$ cat config.mk
export PLATFORM = sky130hd
export DESIGN_NAME = rms_level_meter_db_top
export DESIGN_NICKNAME = d
export VERILOG_FILES = /design/src/rtl/rlm_pkg.sv /design/src/rtl/rms_level_meter_db_top.sv
export SDC_FILE = /design/constraint.sdc
export NUM_CORES = 2
export LEC_CHECK = 0
export ABC_CLOCK_PERIOD_IN_PS = 11930
export BUFFER_PORTS_ARGS = -buffer_cell sky130_fd_sc_hd__buf_2
export CAP_MARGIN = 20
export CORE_ASPECT_RATIO = 0.5
export CORE_MARGIN = 1.5
export CORE_UTILIZATION = 47
export DETAILED_ROUTE_END_ITERATION = 12
export SLEW_MARGIN = 10
export SYNTH_ARGS = -nofsm -noshare
export SYNTH_HDL_FRONTEND = slang
export SYNTH_SLANG_ARGS = --single-unit
$ cat constraint.sdc
create_clock -name aclk -period 11.93 [get_ports aclk]
set_clock_uncertainty 0.2 [all_clocks]
set_input_delay 0.5965 -clock aclk [delete_from_list [all_inputs] [get_ports aclk]]
set_output_delay 0.5965 -clock aclk [all_outputs]
set_load 0.01 [all_outputs]
$ cat src/rtl/rlm_pkg.sv
// ----------------------------------------------------------------------------
// rlm_pkg: shared constants for the RMS level meter
// Fixed-point widths, scale factors and reset values used by the meter core.
// ----------------------------------------------------------------------------
`default_nettype none

package rlm_pkg;

    // Default window length in samples
    localparam int unsigned DEF_MAX_WINDOW = 65536;

    // PCM sample, result and floor register widths
    localparam int unsigned SAMPLE_W = 16;
    localparam int unsigned LEVEL_W  = 16;
    localparam int unsigned FLOOR_W  = 8;

    // log2 mantissa is Q1.31 held in 32 bits; 16 fraction bits are produced
    localparam int unsigned MANT_W        = 32;
    localparam int unsigned LOG_FRAC_BITS = 16;
    localparam int unsigned ITER_W        = $clog2(LOG_FRAC_BITS);

    // Shared multiplier operand width
    localparam int unsigned MUL_W = 32;

    // 2560*log10(2) in Q16 and its width
    localparam logic [25:0] DB_PER_LOG2_Q16 = 26'd50504453;
    localparam int unsigned DB_W            = 26;

    // Full scale squared is 2^30: offset in log2 Q16
    localparam int unsigned FS_LOG2 = 30;

    // Reset value of the floor register, whole dB
    localparam logic signed [FLOOR_W-1:0] FLOOR_RESET = -8'sd60;

    typedef logic signed [LEVEL_W-1:0] level_t;

endpackage : rlm_pkg

`default_nettype wire

$ cat src/rtl/rms_level_meter_db_top.sv
// ----------------------------------------------------------------------------
// rms_level_meter_db_top: RMS level meter in dB full scale
// Accumulates squared PCM samples and a sample count; a tick beat returns the
// window level in 1/256 dB steps, clamped to the floor, and clears the window.
// ----------------------------------------------------------------------------
//
//  Channel  Direction  Payload                        Handshake
//  s_       in         tdata[15:0] sample,            s_tvalid / s_tready
//                      tuser[0] req_type (1 = tick)
//  m_       out        tdata[15:0] level_db           m_tvalid / m_tready
//  cfg_     in         data[7:0] floor_db             cfg_valid / cfg_ready
//
//  A sample is accepted, then squared and added on the shared 32x32
//  multiplier; a sample at a full window is accepted and dropped. A tick
//  runs two log2 evaluations, each a normalising shift (8 or 1 bits a
//  cycle) and 16 squaring steps on the same multiplier, then a difference,
//  a scaling multiply and the output load. An empty or silent window goes
//  straight to the output load. Reset is synchronous, active low, and needs
//  no clearing pass. A result waiting on m_ does not stop samples; a tick
//  waits only at its last step.
// ----------------------------------------------------------------------------
`default_nettype none

module rms_level_meter_db_top #(
    parameter int unsigned MAX_WINDOW = rlm_pkg::DEF_MAX_WINDOW
) (
    input  wire logic                             aclk,
    input  wire logic                             aresetn,
    // input beats
    input  wire logic                             s_tvalid,
    output logic                                  s_tready,
    input  wire logic [rlm_pkg::SAMPLE_W-1:0]     s_tdata,   // [15:0] sample
    input  wire logic                             s_tuser,   // [0] req_type
    // result beats
    output logic                                  m_tvalid,
    input  wire logic                             m_tready,
    output logic [rlm_pkg::LEVEL_W-1:0]           m_tdata,   // [15:0] level_db
    // floor register
    input  wire logic                             cfg_valid,
    output logic                                  cfg_ready,
    input  wire logic [rlm_pkg::FLOOR_W-1:0]      cfg_data   // [7:0] floor_db
);
    import rlm_pkg::*;

    localparam int unsigned CNT_W = $clog2(MAX_WINDOW + 1);
    localparam int unsigned SUM_W = CNT_W + FS_LOG2;
    localparam int unsigned NW    = (SUM_W > MANT_W) ? SUM_W : MANT_W;
    localparam int unsigned E_W   = $clog2(NW);
    localparam int unsigned LOG_W = E_W + LOG_FRAC_BITS;
    localparam int unsigned D_W   = LOG_W + 2;
    localparam int unsigned ND_W  = LOG_W + 1;
    localparam int unsigned R_W   = ND_W + DB_W - MUL_W + 1;
    localparam int unsigned LV_W  = R_W + 1;

    localparam logic [CNT_W-1:0] WIN_MAX = CNT_W'(MAX_WINDOW);
    localparam logic signed [D_W-1:0] FS_OFFSET = D_W'(FS_LOG2 << LOG_FRAC_BITS);

    localparam logic [2:0] ST_IDLE  = 3'd0;
    localparam logic [2:0] ST_ACC   = 3'd1;
    localparam logic [2:0] ST_NORM  = 3'd2;
    localparam logic [2:0] ST_LOGSQ = 3'd3;
    localparam logic [2:0] ST_DIFF  = 3'd4;
    localparam logic [2:0] ST_SCALE = 3'd5;
    localparam logic [2:0] ST_OUT   = 3'd6;

    logic [2:0]                 state_reg, state_next;
    logic [SUM_W-1:0]           sum_reg, sum_next;
    logic [CNT_W-1:0]           cnt_reg, cnt_next;
    logic [FLOOR_W-1:0]         floor_reg;
    logic [SAMPLE_W-1:0]        mag_reg, mag_next;
    logic [NW-1:0]              norm_reg, norm_next;
    logic [E_W-1:0]             shift_reg, shift_next;
    logic [MANT_W-1:0]          mant_reg, mant_next;
    logic [E_W-1:0]             exp_reg, exp_next;
    logic [LOG_FRAC_BITS-1:0]   frac_reg, frac_next;
    logic [ITER_W-1:0]          iter_reg, iter_next;
    logic                       phase_reg, phase_next;
    logic [LOG_W-1:0]           logsum_reg, logsum_next;
    logic [ND_W-1:0]            negd_reg, negd_next;
    level_t                     level_reg, level_next;
    level_t                     mdata_reg, mdata_next;
    logic                       mvalid_reg, mvalid_next;

    logic [MUL_W-1:0]           mul_a, mul_b;
    logic [2*MUL_W-1:0]         prod;
    logic [MANT_W:0]            sq;
    logic [LOG_FRAC_BITS-1:0]   frac_step;
    logic [LOG_W-1:0]           log_val;
    logic signed [D_W-1:0]      diff;
    logic [2*MUL_W-1:0]         rounded;
    logic signed [LV_W-1:0]     lvl;
    level_t                     floor_q;
    logic signed [LV_W-1:0]     floor_ext;
    logic                       s_beat, out_load;

    assign s_tready  = (state_reg == ST_IDLE);
    assign s_beat    = s_tvalid && s_tready;
    assign cfg_ready = 1'b1;
    assign m_tvalid  = mvalid_reg;
    assign m_tdata   = mdata_reg;
    assign out_load  = (state_reg == ST_OUT) && (!mvalid_reg || m_tready);

    assign floor_q   = {floor_reg, 8'h00};
    assign floor_ext = LV_W'(floor_q);

    // Shared multiplier operand select
    always_comb begin
        unique case (state_reg)
            ST_ACC: begin
                mul_a = MUL_W'(mag_reg);
                mul_b = MUL_W'(mag_reg);
            end
            ST_LOGSQ: begin
                mul_a = mant_reg;
                mul_b = mant_reg;
            end
            ST_SCALE: begin
                mul_a = MUL_W'(negd_reg);
                mul_b = MUL_W'(DB_PER_LOG2_Q16);
            end
            default: begin
                mul_a = '0;
                mul_b = '0;
            end
        endcase
    end

    assign prod      = mul_a * mul_b;
    assign sq        = prod[MANT_W+31:31];
    assign frac_step = {frac_reg[LOG_FRAC_BITS-2:0], sq[MANT_W]};
    assign log_val   = {exp_reg, frac_step};
    assign diff      = $signed(D_W'(logsum_reg)) - $signed(D_W'({exp_reg, frac_reg}))
                     - FS_OFFSET;
    assign rounded   = prod + 64'h0000_0000_8000_0000;
    assign lvl       = -$signed({1'b0, rounded[MUL_W +: R_W]});

    always_comb begin
        state_next  = state_reg;
        sum_next    = sum_reg;
        cnt_next    = cnt_reg;
        mag_next    = mag_reg;
        norm_next   = norm_reg;
        shift_next  = shift_reg;
        mant_next   = mant_reg;
        exp_next    = exp_reg;
        frac_next   = frac_reg;
        iter_next   = iter_reg;
        phase_next  = phase_reg;
        logsum_next = logsum_reg;
        negd_next   = negd_reg;
        level_next  = level_reg;
        mdata_next  = mdata_reg;
        mvalid_next = mvalid_reg && !m_tready;

        unique case (state_reg)
            ST_IDLE: begin
                if (s_beat) begin
                    if (s_tuser) begin
                        if (cnt_reg == '0 || sum_reg == '0) begin
                            level_next = floor_q;
                            state_next = ST_OUT;
                        end else begin
                            norm_next  = NW'(sum_reg);
                            shift_next = '0;
                            phase_next = 1'b0;
                            state_next = ST_NORM;
                        end
                    end else if (cnt_reg < WIN_MAX) begin
                        mag_next   = s_tdata[SAMPLE_W-1] ? SAMPLE_W'(~s_tdata + 1'b1)
                                                         : s_tdata;
                        state_next = ST_ACC;
                    end
                end
            end
            ST_ACC: begin
                sum_next   = sum_reg + SUM_W'(prod);
                cnt_next   = cnt_reg + 1'b1;
                state_next = ST_IDLE;
            end
            ST_NORM: begin
                // coarse then fine shift until the top bit is set
                priority if (norm_reg[NW-1]) begin
                    mant_next  = norm_reg[NW-1 -: MANT_W];
                    exp_next   = E_W'(NW - 1) - shift_reg;
                    frac_next  = '0;
                    iter_next  = '0;
                    state_next = ST_LOGSQ;
                end else if (norm_reg[NW-1 -: 8] == 8'h00) begin
                    norm_next  = norm_reg << 8;
                    shift_next = shift_reg + E_W'(8);
                end else begin
                    norm_next  = norm_reg << 1;
                    shift_next = shift_reg + 1'b1;
                end
            end
            ST_LOGSQ: begin
                mant_next = sq[MANT_W] ? sq[MANT_W:1] : sq[MANT_W-1:0];
                frac_next = frac_step;
                iter_next = iter_reg + 1'b1;
                if (iter_reg == ITER_W'(LOG_FRAC_BITS - 1)) begin
                    if (!phase_reg) begin
                        logsum_next = log_val;
                        phase_next  = 1'b1;
                        norm_next   = NW'(cnt_reg);
                        shift_next  = '0;
                        state_next  = ST_NORM;
                    end else begin
                        state_next  = ST_DIFF;
                    end
                end
            end
            ST_DIFF: begin
                // log value of the count sits in exp_reg/frac_reg here
                if (!diff[D_W-1]) begin
                    level_next = floor_q[LEVEL_W-1] ? level_t'(0) : floor_q;
                    state_next = ST_OUT;
                end else begin
                    negd_next  = ND_W'(-diff);
                    state_next = ST_SCALE;
                end
            end
            ST_SCALE: begin
                level_next = (lvl < floor_ext) ? floor_q : lvl[LEVEL_W-1:0];
                state_next = ST_OUT;
            end
            ST_OUT: begin
                if (out_load) begin
                    mvalid_next = 1'b1;
                    mdata_next  = level_reg;
                    sum_next    = '0;
                    cnt_next    = '0;
                    state_next  = ST_IDLE;
                end
            end
            default: begin
                state_next = ST_IDLE;
            end
        endcase
    end

    always_ff @(posedge aclk) begin
        if (!aresetn) begin
            state_reg  <= ST_IDLE;
            sum_reg    <= '0;
            cnt_reg    <= '0;
            floor_reg  <= FLOOR_RESET;
            mvalid_reg <= 1'b0;
            phase_reg  <= 1'b0;
            iter_reg   <= '0;
        end else begin
            state_reg  <= state_next;
            sum_reg    <= sum_next;
            cnt_reg    <= cnt_next;
            mvalid_reg <= mvalid_next;
            phase_reg  <= phase_next;
            iter_reg   <= iter_next;
            if (cfg_valid && cfg_ready) begin
                floor_reg <= cfg_data;
            end
        end
    end

    // Datapath registers are always loaded before they are read
    always_ff @(posedge aclk) begin
        mag_reg    <= mag_next;
        norm_reg   <= norm_next;
        shift_reg  <= shift_next;
        mant_reg   <= mant_next;
        exp_reg    <= exp_next;
        frac_reg   <= frac_next;
        logsum_reg <= logsum_next;
        negd_reg   <= negd_next;
        level_reg  <= level_next;
        mdata_reg  <= mdata_next;
    end

    // Window never grows past its limit
    a_cnt_limit: assert property (@(posedge aclk) disable iff (!aresetn)
        cnt_reg <= WIN_MAX)
        else $error("sample count above window limit");

    // An empty window holds no energy
    a_empty_zero: assert property (@(posedge aclk) disable iff (!aresetn)
        (cnt_reg == '0) |-> (sum_reg == '0))
        else $error("square sum non-zero in empty window");

    // Delivering a level clears the window
    a_tick_clear: assert property (@(posedge aclk) disable iff (!aresetn)
        out_load |=> (cnt_reg == '0 && sum_reg == '0 && m_tvalid))
        else $error("window not cleared after level beat");

endmodule : rms_level_meter_db_top

`default_nettype wire
; ---- After elaboration in Yosys (flattened, before gate mapping)
; Index checks and enable logic that the tools add are counted.
; W data, S select, Z words.
[op_classes]
add_sub_neg = 12
mul = 1
n_lt_le_gt_ge = 2
n_eq_ne = 18
n_mux = 54
bitwise_logic = 3
n_reduce_logical = 28
[op_table]
columns = operator, count
row1 = $mux W47, 8
row2 = $pmux W32 S3, 2
row3 = $pmux W47 S3, 1
row4 = $mux W16, 6
row5 = $pmux W47 S2, 1
row6 = $mul A32 B32 Y64, 1
row7 = $mux W32, 2
row8 = $pmux W32 S2, 1
row9 = $add A50 B32 Y50 const B, 1
row10 = $pmux W16 S3, 1
row11 = $add A47 B47 Y47, 1
row12 = $logic_not A47 Y1, 1
row13 = $mux W6, 7
row14 = $pmux W17 S2, 1
row15 = $pmux W16 S2, 1
row16 = $mux W15, 2
row17 = $mux W3, 8
row18 = $sub A23 B22 Y24 const B, 1
row19 = $neg A23 Y23, 1
row20 = $sub A22 B22 Y23, 1
row21 = $lt A19 B16 Y1, 1
row22 = $neg A18 Y19, 1
row23 = $pmux W3 S6, 1
row24 = $pmux W6 S3, 1
row25 = 36 further kinds, 66
[word_totals]
register_bits = 281
input_bits = 30
out_inout_bits = 19
elab_cells = 137

; ---- Longest topological paths before layout
[depth]
ltp_word = 8
ltp_mapped = 54
mapped_depth_nobuf = 51

; ---- Worst setup path after synthesis
; OpenSTA, ideal clock, no wires.
[synth_path]
path_kind = reg2reg
start = reg state_reg[2]
end = reg level_reg[15] (data pin)
setup_time_ns = 0.261
t_arrival_ns = 12.143
required_time_ns = 11.469
setup_slack_ns = -0.674
stages_incl_launch_ff = 50
path_buffers = 3
synth_period_minus_slack_ns = 12.604
path_cell_list = dfxtp_1 -> clkbuf_1 -> nand2b_1 -> nor2_1 -> clkbuf_1 -> a22oi_1 -> inv_1 -> a21oi_1 -> clkbuf_1 -> nor2_1 -> fa_1 -> fa_1 -> fa_1 -> inv_1 -> fa_1 -> inv_1 -> fa_1 -> inv_1 -> [14 not listed] -> nor3_1 -> nor4_2 -> nand3_1 -> a21oi_1 -> mux2i_1 -> xnor2_1 -> ha_1 -> a21oi_1 -> nor2b_1 -> o21ai_0 -> nand2b_1 -> a21oi_1 -> nor2b_1 -> o21ai_0 -> a41oi_1 -> nor4_4 -> nor2_4 -> a221o_1
[synth_between]
elab_chain_cells = 8
elab_cells_between_ends = 13
cone_classes = add/sub: 2 / mul: 1 / order compare: 1 / eq/ne: 4 / mux: 4 / reduce/logical: 1
[synth_lines]
columns = item, line
row1 = from (decl), rms_level_meter_db_top.sv:66  ; logic [2:0] state_reg, state_next;
row2 = from (signal assigned), rms_level_meter_db_top.sv:251  ; state_reg <= state_next;
row3 = "$eq A3 B3 Y1, or another cell as far along", "rms_level_meter_db_top.sv:108, rms_level_meter_db_top.sv:155"
row4 = $pmux W32 S3, rms_level_meter_db_top.sv:108  ; unique case (state_reg)
row5 = $mul A32 B32 Y64, rms_level_meter_db_top.sv:128  ; assign prod = mul_a * mul_b;
row6 = $add A50 B32 Y50, rms_level_meter_db_top.sv:134  ; assign rounded = prod + 64'h0000_0000_8000_0000;
row7 = $neg A18 Y19, rms_level_meter_db_top.sv:135  ; assign lvl = -$signed({1'b0, rounded[MUL_W +: R_W]});
row8 = $lt A19 B16 Y1, rms_level_meter_db_top.sv:223  ; level_next = (lvl < floor_ext) ? floor_q : lvl[LEVEL_W-1:0];
row9 = $mux W16, rms_level_meter_db_top.sv:223
row10 = $pmux W16 S3 *, rms_level_meter_db_top.sv:155  ; unique case (state_reg)
row11 = named net level_next[15], rms_level_meter_db_top.sv:80  ; level_t level_reg, level_next;
row12 = to (signal assigned), rms_level_meter_db_top.sv:273  ; level_reg <= level_next;
row13 = to (decl), rms_level_meter_db_top.sv:80
; The timed path passes the listed nets; every way through them passes the cells marked *.
; A chain may end at the register's enable or synchronous reset.

; ---- Worst setup path in the final report
[layout_path]
start = reg state_reg[2]
end = reg level_reg[12] (data pin)
; Same word-level chain as after synthesis.

==> metrics <==
share of layout cells above drive strength 1=19.5%; number of cell rows=83; CP bufs+invs=9; port bufs=47; highest metal used=met5; most common cell after layout, fill and taps aside=inv_1; antenna viol nets, final=0; EDFF count, synth=200; sequential-to-total area share from yosys stat=15.6%; FF-to-FF End=level_reg[12]; die area=106000 um2; leading area contributor after synthesis=fa_1; total routed wirelength=187000 um; R2R depth=43; RSZ-0062 raised after global routing=true; Final WS setup=0.0815 ns; routed wire length per instance=24.9 um; total track usage=35.1%; top-area cell type share of the netlist area=36.4%; Power Dens Cells=149 nW/um2; HPWL Detailed=158000 um; area grow syn2layout=21.7%; Die Y=231 um; DR WL met2=76600 um; Syn Nets=6734; Yosys reg bits=281; cts hold-fix bufs=0; Max FO, Critical Path=7; CTS Root Cell=clkbuf_16; Worst Path Required=12.01 ns; Hold Startpoint=s_tdata[0]; Crit-path slowest cell=fa_1; final hold slack=0.0629 ns; via/cell ratio=5.60; status=finished, final reports clean; number of synthesis warnings=0; worst hold path type=in -> reg; drt pass-1 iters=8; Stages on worst setup path=43; count of cell types in the netlist=92; number of global-route vias before repair=42400; # nets final=7393; Least-Margin Pin Slew=0.999 ns; worst-case clock buffer depth=3; Critical Path Source Type=flip-flop; Synth Instances=5467; VDD IR max=0.148 mV; Max Clock Freq=84.4 MHz; met3 wire len=21700 um; Final setup viols=0; fill cell count=9457; max-slew violations=0; Leak=0.0291 uW; initial antenna violation count=8; final cell count without fillers=7513; hold path endpoint=mag_reg[0]; most frequent cells in the layout=1050 x inv_1, 860 x fa_1, 690 x buf_4; Reg clk slew, reported paths=0.06 ns; max cap viols=0; startpoint of the worst-slack reg-to-reg timing path=state_reg[2]; most frequent CP cell=fa_1; cell family with most CP delay=adder cells; CTS buffer count=34; M1 wire length=83400 um; main flop type after synthesis=edfxtp_1; Final Hold Vio Count=0; Iteration-0 DRC Markers=4626; I/O pins=49; clk_lat worst skew=0.55 ns; Tot Pwr=8850 uW; pin count of the biggest net entering global routing=73; clock sinks=281; setup TNS=0 ns; kind of critical path=reg -> reg; DRC Markers=0; Reg area=7630 um2; Slew HR=33.3%; CP peak stage delay=0.58 ns; hold depth=1; top post-synthesis cells by area=fa_1 36%, edfxtp_1 12%, ha_1 8.9%, inv_1 8.3%, nand2_1 5.2%; first-pass GRT wire length=273000 um; die width=459 um; Arr. time, crit path=11.93 ns; Multi-input gate area=37500 um2; CTS tree=done; endpoint type of the worst setup path=flip-flop; mapped cell area=48800 um2; final cycle utilization of the critical path=99.3%; minimum clock period=11.85 ns; Avg Inst Size Synth=8.93 um2; Post-synth ARST share=0%; placed insts=7358; core area=103000 um2; RePlAce Congestion=1.03; FF-to-FF setup slack=0.08 ns; Vias=42100; # H-tree levels=2; Initial Util=47.5%; pre-CTS setup slack=-0.414 ns; GRT overflow=0
==> logic make-up after synthesis <==
| family | count (synthesis) | share of synthesized area [%] |
|---|---|---|
| adders and majority gates | 1237 | 45.3 |
| AOI/OAI and AO/OA | 655 | 8.77 |
| and+or+nand+nor | 1723 | 15.4 |
| xor gates and xnor gates | 191 | 3.44 |
| DFF | 281 | 15.6 |
| buffers and inverters | 1319 | 10.2 |
| other | 1 | 0.00768 |
| muxes | 60 | 1.23 |
==> layout make-up <==
type / count / share of cell area (%)
clock buffer: 44 / 1.53
tap: 1360 / 2.86
clock inverter: 18 / 0.269
multi-input combinational: 3868 / 63.1
inverter: 1087 / 6.88
timing repair buffer: 854 / 12.5
antenna: 1 / 0.00421
sequential: 281 / 12.8
==> routing by layer <==
layer / up-vias / global-route usage, %
met4: 4 / 8.02
li1: 18500 / -
met5: - / 0
met3: 291 / 8.65
met1: 21300 / 53.0
met2: 2022 / 50.4
==> synthesized netlist by cell type, drive strengths merged, types with 16 or more instances <==
library cell  number
nor2             623
o21bai            23
o31ai             20
buf               37
a21oi            178
a22oi             30
clkbuf           195
nand3             84
dfxtp             81
a211oi            18
xor2              77
ha               349
a31oi             17
fa               888
inv             1078
mux2i             60
nor2b             27
o21ai            161
o21a              16
nand4             40
nor3              45
and3              60
nor4              34
or3               23
edfxtp           200
a21o              67
xnor2            114
o211ai            18
nand2            680
and2              49
nand2b            23
==> where the power goes <==
part	total [uW]	leakage, uW	switching [uW]	internal (uW)
registers	1650	0.00251	268	1390
clock network	1010	0.000508	442	569
logic	6180	0.0261	3630	2550
total	8850	0.0291	4340	4510
==> per-stage QoR <==
stage          area (um2)  utilization [%]
6_report            59400             57.8
5_1_grt             59400             57.8
3_5_place_dp        56300             54.7
4_1_cts             57700             56.1
3_3_place_gp        56300             54.7
2_1_floorplan       49000                -
==> timing repair <==
item | 4_1_cts | 5_1_grt
endpoints found under the setup margin | 16 | 16
pin swaps | 11 | 136
gates resized for setup | 62 | 272
setup buffers | 12 | 71
gates cloned | 0 | 8
==> worst max-delay path by stage <==
stage / from / endpoint / slack (ns)
after floorplan: state_reg[0] / level_reg[15] / 0.01
after global placement: state_reg[1] / level_reg[11] / -0.32
after detailed placement: state_reg[1] / level_reg[12] / -0.41
after CTS: state_reg[2] / level_reg[12] / 0.01
after global routing: state_reg[2] / level_reg[15] / -0.32
final: state_reg[2] / level_reg[12] / 0.08
==> worst reg2reg max path: cells and delay by family (launching register included) <==
kind	cells	cell delay (ns)
adders and majority gates	10	4.77
and+or+nand+nor	14	2.77
AOI/OAI and AO/OA	9	2.18
buffers and inverters	9	1.14
DFF	1	0.33
xor gates and xnor gates	1	0.18
Power figures use the tool's default switching activity.
